==> config.mk <==
export PLATFORM = sky130hd
export DESIGN_NAME = comment_stripper_top
export DESIGN_NICKNAME = d
export VERILOG_FILES = /design/src/rtl/core/cs_pkg.sv /design/src/rtl/core/cs_lexer.sv /design/src/rtl/core/cs_outq.sv /design/src/rtl/core/comment_stripper_top.sv
export SDC_FILE = /design/constraint.sdc
export NUM_CORES = 1
export LEC_CHECK = 0
export BUFFER_PORTS_ARGS = -buffer_cell sky130_fd_sc_hd__clkbuf_2
export CORE_MARGIN = 2
export CORE_UTILIZATION = 51
export DETAILED_ROUTE_END_ITERATION = 8
export PLACE_DENSITY = 0.69
export SYNTH_ARGS = -nofsm -noshare
export SYNTH_HDL_FRONTEND = slang
export SYNTH_HIERARCHICAL = 1
export SYNTH_SLANG_ARGS = --single-unit
==> constraint.sdc <==
create_clock -name i_clk -period 5.9 [get_ports i_clk]
set_input_delay 0.885 -clock i_clk [delete_from_list [all_inputs] [get_ports i_clk]]
set_output_delay 0.885 -clock i_clk [all_outputs]
set_load 0.01 [all_outputs]
==> src/rtl/core/cs_pkg.sv <==
package cs_pkg;

    localparam logic [7:0] CH_SLASH  = 8'h2F;
    localparam logic [7:0] CH_STAR   = 8'h2A;
    localparam logic [7:0] CH_HASH   = 8'h23;
    localparam logic [7:0] CH_QUOTE  = 8'h22;
    localparam logic [7:0] CH_BSLASH = 8'h5C;
    localparam logic [7:0] CH_NL     = 8'h0A;

    // result queue depth; must hold at least two beats
    localparam int OQ_DEPTH = 4;
    localparam int OQ_AW    = $clog2(OQ_DEPTH);
    localparam int OQ_CW    = $clog2(OQ_DEPTH + 1);

    typedef enum logic [2:0] {
        MODE_NORMAL = 3'd0,
        MODE_SLASH  = 3'd1,
        MODE_BLOCK  = 3'd2,
        MODE_BSTAR  = 3'd3,
        MODE_HASH   = 3'd4,
        MODE_STR    = 3'd5,
        MODE_ESC    = 3'd6
    } t_mode;

    typedef struct packed {
        logic [7:0] text_byte;
        logic       final_byte;
    } t_in_beat;

    typedef struct packed {
        logic [7:0] kept_byte;
        logic       byte_present;
        logic       run_last;
        logic       text_done;
    } t_out_beat;

    // results of one item, handed to the queue together in the same cycle
    typedef struct packed {
        logic [1:0] cnt;
        t_out_beat  r0;
        t_out_beat  r1;
    } t_push;

endpackage

==> src/rtl/core/cs_lexer.sv <==
module cs_lexer
    import cs_pkg::*;
(
    input  logic     i_clk,
    input  logic     i_rst_n,
    input  logic     i_valid,
    output logic     o_stall,
    input  t_in_beat i_data,
    input  logic     i_room,
    output t_push    o_push
);

    logic     r_in_valid;
    t_in_beat r_in;
    t_mode    r_mode;
    t_mode    n_mode;
    t_mode    step_mode;
    logic     adv;
    logic     fin;
    logic [7:0] b;
    logic     pre_slash;
    logic     put_b;
    logic     post_slash;
    logic [1:0] n_res;
    logic [1:0] push_cnt;
    logic [7:0] res0;
    logic [7:0] res1;

    function automatic t_mode normal_next(logic [7:0] c);
        t_mode m;
        if (c == CH_SLASH) begin
            m = MODE_SLASH;
        end else if (c == CH_HASH) begin
            m = MODE_HASH;
        end else if (c == CH_QUOTE) begin
            m = MODE_STR;
        end else begin
            m = MODE_NORMAL;
        end
        return m;
    endfunction

    assign adv     = r_in_valid && i_room;
    assign o_stall = r_in_valid && !i_room;
    assign b       = r_in.text_byte;
    assign fin     = r_in.final_byte;

    always_ff @(posedge i_clk) begin
        if (!i_rst_n) begin
            r_in_valid <= 1'b0;
        end else if (!o_stall) begin
            r_in_valid <= i_valid;
        end
    end

    always_ff @(posedge i_clk) begin
        if (!o_stall && i_valid) begin
            r_in <= i_data;
        end
    end

    always_ff @(posedge i_clk) begin
        if (!i_rst_n) begin
            r_mode <= MODE_NORMAL;
        end else if (adv) begin
            r_mode <= n_mode;
        end
    end

    // next state
    always_comb begin
        case (r_mode)
            MODE_SLASH: begin
                step_mode = (b == CH_STAR) ? MODE_BLOCK : normal_next(b);
            end
            MODE_BLOCK, MODE_BSTAR: begin
                if (r_mode == MODE_BSTAR && b == CH_SLASH) begin
                    step_mode = MODE_NORMAL;
                end else if (b == CH_STAR) begin
                    step_mode = MODE_BSTAR;
                end else begin
                    step_mode = MODE_BLOCK;
                end
            end
            MODE_HASH: begin
                step_mode = (b == CH_NL) ? MODE_NORMAL : MODE_HASH;
            end
            MODE_STR: begin
                if (b == CH_QUOTE) begin
                    step_mode = MODE_NORMAL;
                end else if (b == CH_BSLASH) begin
                    step_mode = MODE_ESC;
                end else begin
                    step_mode = MODE_STR;
                end
            end
            MODE_ESC: begin
                step_mode = MODE_STR;
            end
            default: begin
                step_mode = normal_next(b);
            end
        endcase
        n_mode = fin ? MODE_NORMAL : step_mode;
    end

    // outputs: held slash, then the byte itself, then a slash held at the end
    always_comb begin
        pre_slash = 1'b0;
        put_b     = 1'b0;
        case (r_mode)
            MODE_SLASH: begin
                pre_slash = (b != CH_STAR);
                put_b     = (b != CH_STAR) && (b != CH_SLASH) && (b != CH_HASH);
            end
            MODE_BLOCK, MODE_BSTAR, MODE_HASH: begin
                put_b = (b == CH_NL);
            end
            MODE_STR, MODE_ESC: begin
                put_b = 1'b1;
            end
            default: begin
                put_b = (b != CH_SLASH) && (b != CH_HASH);
            end
        endcase
        post_slash = fin && (step_mode == MODE_SLASH);

        n_res = {1'b0, pre_slash} + {1'b0, put_b} + {1'b0, post_slash};
        res0  = pre_slash ? CH_SLASH : (put_b ? b : CH_SLASH);
        res1  = (pre_slash && put_b) ? b : CH_SLASH;

        if (!adv) begin
            push_cnt = 2'd0;
        end else if (n_res == 2'd0) begin
            push_cnt = {1'b0, fin};
        end else begin
            push_cnt = n_res;
        end

        o_push.cnt             = push_cnt;
        o_push.r0.kept_byte    = (n_res == 2'd0) ? 8'd0 : res0;
        o_push.r0.byte_present = (n_res != 2'd0);
        o_push.r0.run_last     = (push_cnt == 2'd1);
        o_push.r0.text_done    = fin && (push_cnt == 2'd1);
        o_push.r1.kept_byte    = res1;
        o_push.r1.byte_present = 1'b1;
        o_push.r1.run_last     = 1'b1;
        o_push.r1.text_done    = fin;
    end

    a_final_has_result: assert property (@(posedge i_clk) disable iff (!i_rst_n)
        adv && fin |-> o_push.cnt != 2'd0)
        else $error("final beat produced no result");

    a_final_resets_mode: assert property (@(posedge i_clk) disable iff (!i_rst_n)
        adv && fin |=> r_mode == MODE_NORMAL)
        else $error("mode not normal after final beat");

    a_at_most_two: assert property (@(posedge i_clk) disable iff (!i_rst_n)
        adv |-> o_push.cnt != 2'd3)
        else $error("more than two results for one beat");

endmodule

==> src/rtl/core/cs_outq.sv <==
module cs_outq
    import cs_pkg::*;
(
    input  logic      i_clk,
    input  logic      i_rst_n,
    input  t_push     i_push,
    output logic      o_room,
    output logic      o_valid,
    input  logic      i_stall,
    output t_out_beat o_data
);

    t_out_beat        r_mem [OQ_DEPTH];
    logic [OQ_AW-1:0] r_wp;
    logic [OQ_AW-1:0] r_rp;
    logic [OQ_CW-1:0] r_count;
    logic [OQ_CW-1:0] n_count;
    logic             pop;

    assign o_valid = (r_count != '0);
    assign o_data  = r_mem[r_rp];
    assign pop     = o_valid && !i_stall;
    // room for two results, without looking at this cycle's pop
    assign o_room  = (r_count <= OQ_CW'(OQ_DEPTH - 2));
    assign n_count = r_count + OQ_CW'(i_push.cnt) - OQ_CW'(pop);

    always_ff @(posedge i_clk) begin
        if (i_push.cnt != 2'd0) begin
            r_mem[r_wp] <= i_push.r0;
        end
        if (i_push.cnt == 2'd2) begin
            r_mem[r_wp + OQ_AW'(1)] <= i_push.r1;
        end
    end

    always_ff @(posedge i_clk) begin
        if (!i_rst_n) begin
            r_wp    <= '0;
            r_rp    <= '0;
            r_count <= '0;
        end else begin
            r_wp    <= r_wp + OQ_AW'(i_push.cnt);
            r_rp    <= r_rp + OQ_AW'(pop);
            r_count <= n_count;
        end
    end

    a_no_overflow: assert property (@(posedge i_clk) disable iff (!i_rst_n)
        r_count <= OQ_CW'(OQ_DEPTH))
        else $error("result queue overflow");

    a_push_needs_room: assert property (@(posedge i_clk) disable iff (!i_rst_n)
        i_push.cnt != 2'd0 |-> o_room)
        else $error("push without room");

    a_done_is_last: assert property (@(posedge i_clk) disable iff (!i_rst_n)
        o_valid && o_data.text_done |-> o_data.run_last)
        else $error("end of text beat not marked last");

endmodule

==> src/rtl/core/comment_stripper_top.sv <==
// channel  | dir | handshake          | payload
// ---------+-----+--------------------+-------------------------------------
// input    | in  | i_valid / o_stall  | i_data : t_in_beat (byte, final)
// output   | out | o_valid / i_stall  | o_data : t_out_beat (byte, flags)
//
// One input beat per cycle while o_stall is low. A beat that yields two
// results holds the output for two beats; a four-entry result queue absorbs
// that, so the input side stalls only when the queue holds more than two
// results. An accepted beat goes through the input register, then the queue.
// Reset (synchronous, active low) clears the lexer mode, the input register
// valid bit and the queue; payload registers are not reset.
module comment_stripper_top
    import cs_pkg::*;
(
    input  logic      i_clk,
    input  logic      i_rst_n,
    input  logic      i_valid,
    output logic      o_stall,
    input  t_in_beat  i_data,
    output logic      o_valid,
    input  logic      i_stall,
    output t_out_beat o_data
);

    t_push push;
    logic  room;

    cs_lexer u_lexer (
        .i_clk   (i_clk),
        .i_rst_n (i_rst_n),
        .i_valid (i_valid),
        .o_stall (o_stall),
        .i_data  (i_data),
        .i_room  (room),
        .o_push  (push)
    );

    cs_outq u_outq (
        .i_clk   (i_clk),
        .i_rst_n (i_rst_n),
        .i_push  (push),
        .o_room  (room),
        .o_valid (o_valid),
        .i_stall (i_stall),
        .o_data  (o_data)
    );

endmodule
==> results.md, run 1 <==
- Number of enable flip-flop cells after synthesis: 53
- Mapped cell area: ~3700 µm²
- Clock Sinks: 64
- Crit path DAT: slightly above 4 ns
- Final Setup Violations: 0
- Reg power frac: 48.5%
- Crit-path max FO: 11
- IO Port Bufs: 25
- Diodes inserted: 0
- Max_cap viols: 0
- Int Pwr: between 0.8 and 0.9 mW
- Worst-Skew Late Latency: roughly 0.33 ns
- Distinct cells, synth: 57
- Min-Delay Endpoint: u_lexer/r_mode[0]
- Critical R2R Capture: u_outq/r_mem[3][8]
- HP Class: reg2reg
- Seq/Total Area, Yosys: about half
- Final Skew: around 0.0074 ns
- Period minus WS final: ~4.2 ns
- Cell Area, Placed: approximately 3800 µm²
- Number of global-route vias before repair: about 2100
- Synth warn: 6
- Outcome: complete, no violations
- Routed wl met2: roughly 3.3 mm
- Critical path required time: around 5.9 ns
- CTS buffer count: 9
- Routed length per placed instance: about 17 µm
- Clock power frac: 31.0%
- Setup TNS: 0 ns
- Hold path startpoint: u_lexer/r_in_valid
- Ratio of final minimum period to clock period: 70.62%
- Largest net degree at the start of global routing: 15
- Top cells by area, synth: edfxtp_1 (43%), mux2_4 (8.9%), mux2_2 (6.7%)
- Hpwl dp: a little under 5 mm
- Total track usage: between 10% and 20%
- Number of DRC markers in iteration 0: ~100
- Top sig layer: met4
- Slew Limit Fails: 0
- GP Congestion: 0.9072
- GRT overflow: 0
- # hold bufs at CTS: 0
- Setup Buffers After CTS: 0
- Vias per inst: about 5.7
- Worst Setup End Kind: register
- PD cells: 295.7 nW/µm²
- P_leak: ~1.4 nW
- RSZ-0062 raised after global routing: false
- H-tree levels: 3
- First-pass GRT wire length: approximately 11 mm
- Routed Antenna Nets: 0
- Synth top area share: between 40% and 50%
- CTS clock-pin slew for the worst setup and hold paths: about 0.070 ns
- Power after layout: approximately 1.2 mW
- Via count: around 2200
- Commonest non-fill, non-tap cell in the layout: edfxtp_1
- Area of the multi-input gates: roughly 1700 µm²
- Chip height: roughly 89 µm
- CTS tree: yes
- R2R depth: 10
- Share of cells above drive strength 1: 36.82%
- WHS Path Cells: 2
- R2R setup slack: 1.73 ns
- Post-synth top area cell: edfxtp_1
- Slew headroom: around a quarter
- Sw Ratio: between 20 and 30%
- Wire length on met3: ~260 µm
- Final Net Count: roughly 310
- Final hold violations: 0
- Synth Flop Type: edfxtp_1
- Max Freq: roughly 240 MHz
- Sequential cell area: 1812 µm²
- Peak VDD IR: ~0.15 mV
- Async SR Flop Fraction: 0%
- TritonRoute pass-1 iters: 4
- Starting Density: 51.86%
- Commonest non-fill, non-tap cells in the layout: edfxtp_1 (53), clkbuf_2 (25), mux2_2 (22), mux2_4 (22), inv_1 (14)
- Worst-Margin Slew: ~1.1 ns
- P_sw: 0.3306 mW
- Post-Syn Instances: 269
- Clock root cell: clkbuf_8
- Synthesis-to-finish area growth: 8.823%
- Remaining DRCs: 0
- Layout fillers: between 600 and 700
- CP Class: reg2reg
- Worst r2r src: u_lexer/b[2]
- Post-cts sizing count: 0
- Die area: between 7000 and 8000 µm²
- Combinational share of power: 20.6%
- Core Rows: 31
- Post-Synthesis Mean Instance Area: around 14 µm²
- Register bit total from synthesis: 64
- Die Width: 89.19 µm
- Io pins: 26
- Final instance area: approximately 4000 µm²
- Core Region: 7137 µm²
- Max clock buf depth: 2
- Nature of the critical path startpoint: register
- DRT met1 WL: roughly 3.2 mm
- WL final: just under 7 mm
- Initial antenna violation count: 0
==> metal layers <==
layer	up-vias	GRT usage (%)
met4	0	6.106
met3	5	4.432
met1	1110	26.14
met5	-	0
met2	54	29.29
li1	1079	-
==> synthesized netlist by cell type (all sizes together), types with 4 or more instances <==
library cell	n
nor2b	6
a31oi	8
dfxtp	11
nor2	8
nand4	4
and2	7
buf	15
nand3	10
or3	6
edfxtp	53
a21oi	6
inv	14
nor3b	4
nor3	5
mux2	44
nand2	6
mux4	11
xnor2	4
o21ai	4
==> how the worst max path moves through the flow <==
stage                     slack, ns  cells past startpoint                  end              start
after CTS                      1.76                     10   u_outq/r_mem[3][8]       u_lexer/b[2]
after global placement         1.85                     10  u_outq/r_mem[3][10]       u_lexer/b[4]
after detailed placement       1.77                     10   u_outq/r_mem[3][9]       u_lexer/b[7]
after global routing           1.39                     10   u_outq/r_mem[3][8]  u_lexer/r_mode[0]
after floorplan                2.02                     11   u_outq/r_mem[0][0]       u_lexer/b[2]
final                          1.73                     10   u_outq/r_mem[3][8]       u_lexer/b[2]
==> power by group through the flow <==
stage	registers [mW]	logic, mW	clock network, mW
finish	0.577	0.245	0.369
global route	0.586	0.272	0.396
CTS	0.580	0.247	0.376
detailed placement	0.590	0.246	0
global placement	0.588	0.243	0
floorplan	0.558	0.214	0
==> through the flow <==
stage               utilization [%]  hold WS (ns)  setup slack [ns]  std cells
finish                        56.43        0.5453             1.734        395
global route                  56.43        0.5920             1.393        395
CTS                           56.43        0.5475             1.757        395
detailed placement            53.70        0.5317             1.767        379
global placement              53.70        0.5255             1.848        379
floorplan                         -        0.4830             2.023        270
==> registers in the layout, summed over array words and instances, names as in the netlist <==
signal / flops
u_outq/r_mem: 44
u_lexer/b: 8
u_lexer/r_mode: 3
u_outq/r_count: 3
u_outq/r_rp: 2
u_outq/r_wp: 2
u_lexer/fin: 1
u_lexer/r_in_valid: 1
==> worst max-delay path: stages, from the launching register on <==
cell      delay [ns]
edfxtp_1        0.52
or3b_1          0.44
o311ai_1        0.29
o21ai_2         0.16
nor2b_1         0.17
fa_1            0.43
inv_1           0.10
a21oi_1         0.08
nor2_1          0.52
a21oi_1         0.19
nor2b_1         0.89
==> final cells by class <==
cell class / instances / area share, %
Inverter: 14 / 1.305
Multi-Input combinational cell: 176 / 42.50
Tap cell: 99 / 3.075
Clock buffer: 9 / 3.075
Clock inverter: 7 / 1.771
Timing Repair Buffer: 26 / 3.293
Sequential cell: 64 / 44.98
==> kinds of logic (layout without fill, tap and decap cells) <==
group / after synthesis / in the layout / share of synthesized area (%)
compound gates: 34 / 34 / 6.761
xor+xnor: 5 / 5 / 1.183
fa+ha+maj: 5 / 5 / 2.096
buf+inv: 30 / 56 / 4.902
flops: 64 / 64 / 48.95
mux: 55 / 55 / 22.31
other cells: 1 / 2 / 0.1013
simple gates: 75 / 75 / 13.69
(Power assumes the default switching activity.)
==> run 2: changes to the inputs <==
- clock period: 5.9 -> 3.95 ns (I/O delays scaled with it)
==> run 2 against run 1 <==
Compared with the run above:
- critical path depth is the same
- via count is 3.9% higher
- sequential power is 50% higher
- fmax grew 11%
- largest cell class unchanged
- routed wire length rose by 6.5%
- first-iteration DRC count unchanged
- worst setup slack worse by 1.6 ns
- worst hold slack got worse by 0.13 ns
- utilization increased by 2.4 points
- non-clock buffer count up 19
- register-to-register slack worse by 1.6 ns
- flip-flop and latch count did not move
==> results.md, run 2 (synthesized netlist as in run 1, its figures left out) <==
- Critical path required time: 4.04 ns
- CP delay by family, top: simple AND/OR/NAND/NOR gates
- Die area: a little under 8000 µm²
- Placed cells: ~390
- CTS buffer count: 9
- Max Freq: around 270 MHz
- Cell Area, Placed: 3983 µm²
- Synthesis-to-finish area growth: 13.39%
- Starting Density: slightly above 50%
- Largest net degree at the start of global routing: 15
- Slew Limit Fails: 0
- Number of DRC markers in iteration 0: 104
- Initial antenna violation count: 0
- Nature of the critical path startpoint: register
- Hold_ws: 0.4190 ns
- First-pass GRT wire length: 11.56 mm
- Layout fillers: 604
- Worst Path Buf+Inv: 0
- Number of global-route vias before repair: 2282
- Crit-path max FO: 12
- R2R setup slack: about 0.18 ns
- Max clock buf depth: 2
- Peak VDD IR: roughly 0.18 mV
- Share of cells above drive strength 1: between 40 and 50%
- Final Setup Violations: 0
- GRT overflow: 0
- Final hold violations: 0
- Clock Sinks: 64
- Final std cells w/o fill: slightly above 400
- Core Region: ~7000 µm²
- Most flops, register: u_outq/r_mem
- Commonest non-fill, non-tap cells in the layout: edfxtp_1 (53), clkbuf_2 (25), mux2_2 (22), mux2_4 (22), buf_4 (16)
- Routed Antenna Nets: 0
- IO Port Bufs: 25
- Clock power frac: between 20% and 30%
- Hpwl dp: between 5 and 6 mm
- Sw Ratio: about 29%
- Final Net Count: ~330
- CTS tree: yes
- Total track usage: between 10% and 20%
- PD cells: 413.7 nW/µm²
- Io pins: 26
- Chip height: between 80 and 90 µm
- CP Class: reg2reg
- WL final: ~7.2 mm
- P_sw: approximately 0.51 mW
- Commonest non-fill, non-tap cell in the layout: edfxtp_1
- Final Skew: around 0.014 ns
- Routed length per placed instance: between 15 and 20 µm
- Core Rows: 31
- Max FFs per register: between 40 and 50
- TritonRoute pass-1 iters: 4
- Reg power frac: between 40% and 50%
- Final instance area: about 4200 µm²
- Period minus WS final: 3.767 ns
- Worst Setup End Kind: register
- CTS clock-pin slew for the worst setup and hold paths: around 0.08 ns
- H-tree levels: 3
- Slowest stage cell, crit path: fa_1
- Clock root cell: clkbuf_8
- Setup TNS: 0 ns
- Outcome: complete, no violations
- PnR worst setup slack: 0.1833 ns
- Via count: about 2300
- P_leak: about 1.5 nW
- CP Cell Sequence: or3_4 -> o311ai_2 -> o211ai_1 -> nor4b_2 -> fa_1 -> a21oi_1 -> nor2_2 -> nor2b_4 -> and3b_4 -> mux2_2
- Worst-Skew Late Latency: 0.35 ns
- Int Pwr: around 1.2 mW
- HP Class: in2reg
- Slew headroom: between 40% and 50%
- Max_cap viols: 0
- # hold bufs at CTS: 0
- Vias per inst: approximately 5.6
- Die Width: slightly below 90 µm
- Ratio of final minimum period to clock period: a little over nine tenths
- Remaining DRCs: 0
- Crit path DAT: about 3.9 ns
- Worst-Margin Slew: between 0.8 and 0.9 ns
- Diodes inserted: 0
- Pre-CTS WS: 0.2008 ns
- Combinational share of power: between 20% and 30%
- GP Congestion: 0.8877
- Crit-path max cell delay: ~0.48 ns
## run 2: cell types whose count changed in the layout (fill, tap and decap cells not counted), moves of 2 or more
cell	delta
buf_12	+3
buf_4	+15
clkinv_1	+2
clkinvlp_4	-2
## run 2: cell type report
class | count | area [µm²] | area share, %
Timing Repair Buffer | 45 | 316.6 | 7.543
Inverter | 14 | 52.55 | 1.252
Sequential cell | 64 | 1812 | 43.17
Tap cell | 99 | 123.9 | 2.952
Clock inverter | 7 | 46.29 | 1.103
Multi-Input combinational cell | 176 | 1722 | 41.03
Clock buffer | 9 | 123.9 | 2.952
## run 2: routing by layer
layer	vias up	part of all wire, %	GRT usage [%]
met3	11	3.3	4.986
li1	1122	-	-
met4	0	1.8	8.005
met5	-	0	0
met1	1161	45	25.13
met2	42	50	33.06
## run 2: power by group through the flow
stage          clock network [mW]  registers, mW  logic, mW
5_1_grt                     0.537          0.874      0.429
3_3_place_gp                    0          0.879      0.371
6_report                    0.492          0.863      0.381
2_1_floorplan                   0          0.834      0.319
3_5_place_dp                    0          0.882      0.376
4_1_cts                     0.509          0.867      0.379
## run 2: per-stage QoR
step | utilization (%) | power, mW
final | 58.80 | 1.736
after global routing | 58.80 | 1.840
after CTS | 58.19 | 1.754
after detailed placement | 55.80 | 1.258
after global placement | 55.80 | 1.250
after floorplan | - | 1.153
## run 2: worst paths after layout
| path | to | cells after the start | from |
|---|---|---|---|
| worst min register to register | u_lexer/r_mode[0] | 2 | u_lexer/r_in_valid |
| worst max register to register | u_outq/r_mem[2][0] | 10 | u_lexer/b[4] |
| worst min-delay path | u_lexer/b[1] | 1 | i_data[2] |
| worst max-delay path | u_outq/r_mem[2][0] | 10 | u_lexer/b[4] |
## run 2: timing repair
item | in CTS | in global routing
buffers inserted | 0 | 4
gates resized for setup | 0 | 3
endpoints found under the setup margin | 0 | 24
==> run 3: changes to the inputs <==
- CORE_ASPECT_RATIO: default -> 1.25
==> run 3 against run 2 <==
Compared with the run above:
- sequential power about the same
- combinational power increased by 1%
- final cell count decreased by 3.4%
- clock-buffer cell count unchanged
- worst setup slack improved by 0.052 ns
- power increased by 6.5%
- utilization increased by 1.3 points
- sequential share of layout area unchanged
- clock skew decreased by 0.0076 ns
- routed wire length increased by 1.2%
- largest power group unchanged
==> results.md, run 3 (synthesized netlist as in run 1, its figures left out) <==
- Routed length per placed instance: approximately 18 µm
- Total track usage: between 20% and 30%
- Hpwl dp: ~5.1 mm
- # hold bufs at CTS: 0
- Cell Area, Placed: approximately 4000 µm²
- Fin util: 60.15%
- CP Cell Sequence: or3_4 -> a211oi_1 -> a21oi_1 -> nor4b_2 -> fa_1 -> a21oi_1 -> nor2_1 -> nor2b_4 -> and3b_4 -> mux2_2
- Routed Antenna Nets: 0
- Critical path required time: a little over 4 ns
- Hold_ws: ~0.42 ns
- Largest net degree at the start of global routing: 15
- CTS clock-pin slew for the worst setup and hold paths: about 0.07 ns
- Chip height: slightly below 100 µm
- Core Rows: 34
- Via count: 2300
- Max FFs per register: 44
- Clock root cell: clkbuf_8
- Initial antenna violation count: 0
- TritonRoute pass-1 iters: 5
- Reg power frac: between 40% and 50%
- Final instance area: ~4200 µm²
- Worst Path Buf+Inv: 0
- Number of global-route vias before repair: ~2400
- CP Class: reg2reg
- CTS buffer count: 9
- CP delay by family, top: simple AND/OR/NAND/NOR gates
- Peak VDD IR: about 0.22 mV
- Combinational share of power: between 20% and 30%
- Nature of the critical path startpoint: register
- Worst-Skew Late Latency: approximately 0.35 ns
- Max clock buf depth: 2
- P_leak: ~1.5 nW
- GP Congestion: about 0.94
- Die Width: around 80 µm
- Slowest stage cell, crit path: fa_1
- Pre-CTS WS: roughly 0.23 ns
- P_sw: slightly below 0.5 mW
- Final std cells w/o fill: 400
- HP Class: in2reg
- H-tree levels: 3
- WL final: approximately 7.3 mm
- R2R setup slack: around 0.24 ns
- Outcome: complete, no violations
- Starting Density: between 50% and 60%
- Most flops, register: u_outq/r_mem
- Synthesis-to-finish area growth: 13.39%
- Diodes inserted: 0
- Number of DRC markers in iteration 0: slightly above 100
- Placed cells: between 300 and 400
- Final hold violations: 0
- Max Freq: ~270 MHz
- Core Region: ~7000 µm²
- Sw Ratio: a little over a quarter
- Vias per inst: between 5 and 6
- Setup TNS: 0 ns
- Power after layout: 1.848 mW
- Clock Sinks: 64
- Cell repeated most along the worst path: a21oi_1
- Crit path DAT: roughly 3.8 ns
- Int Pwr: about 1.4 mW
- Final Skew: 0.006072 ns
- Worst Setup End Kind: register
- PnR worst setup slack: about 0.24 ns
- First-pass GRT wire length: 12.07 mm
- CTS tree: yes
- Ratio of final minimum period to clock period: between 90% and 100%
- Commonest non-fill, non-tap cell in the layout: edfxtp_1
- Die area: between 7000 and 8000 µm²
- Remaining DRCs: 0
- Slew headroom: a little over two fifths
- Io pins: 26
- PD cells: ~440 nW/µm²
- IO Port Bufs: 25
- RSZ-0062 raised after global routing: false
- Clock power frac: 32.4%
- Share of cells above drive strength 1: between 30% and 40%
- Max_cap viols: 0
- Final Net Count: between 300 and 400
- Slew Limit Fails: 0
- Worst-Margin Slew: around 0.84 ns
- Final Setup Violations: 0
- Crit-path max cell delay: between 0.4 and 0.5 ns
- GRT overflow: 0
- Commonest non-fill, non-tap cells in the layout: edfxtp_1 (53), clkbuf_2 (25), mux2_2 (22), mux2_4 (22), inv_1 (14)
- Crit-path max FO: 12
- Period minus WS final: ~3.7 ns
[run 3: timing repair]
item                       4_1_cts  5_1_grt
resized for setup                0        1
buffers inserted                 0        2
setup endpoints to repair        0        7
[run 3: worst register-to-register path, stage by stage, from the launching register on]
cell	delay (ns)
edfxtp_1	0.46
or3_4	0.45
a211oi_1	0.33
a21oi_1	0.17
nor4b_2	0.30
fa_1	0.49
a21oi_1	0.18
nor2_1	0.12
nor2b_4	0.17
and3b_4	0.40
mux2_2	0.39
[run 3: path summary, 6_finish.rpt]
kind                                      endpoint          startpoint  depth (start not counted)
worst max-delay path            u_outq/r_mem[2][0]        u_lexer/b[4]                         10
worst min-delay path                  u_lexer/b[1]           i_data[2]                          1
worst max register to register  u_outq/r_mem[2][0]        u_lexer/b[4]                         10
worst min register to register   u_lexer/r_mode[2]  u_lexer/r_in_valid                          2
[run 3: routing by layer]
layer	track usage, %	routed length, µm
met5	0	0
met1	23.58	2959
met4	9.387	147
met2	37.50	3954
met3	3.267	269
[run 3: final cells by class]
class	count	area (µm²)
fill	568	2780
sequential	64	1812
multi-input combinational	176	1712
timing repair buffer	41	299.0
clock buffer	9	123.9
tap	90	112.6
clock inverter	6	85.08
inverter	14	52.55
[run 3: power by group through the flow]
stage               clock network [mW]  logic, mW  registers (mW)
floorplan                            0      0.319           0.834
global placement                     0      0.375           0.879
detailed placement                   0      0.384           0.881
CTS                              0.617      0.391           0.866
global route                     0.641      0.435           0.875
finish                           0.598      0.386           0.864
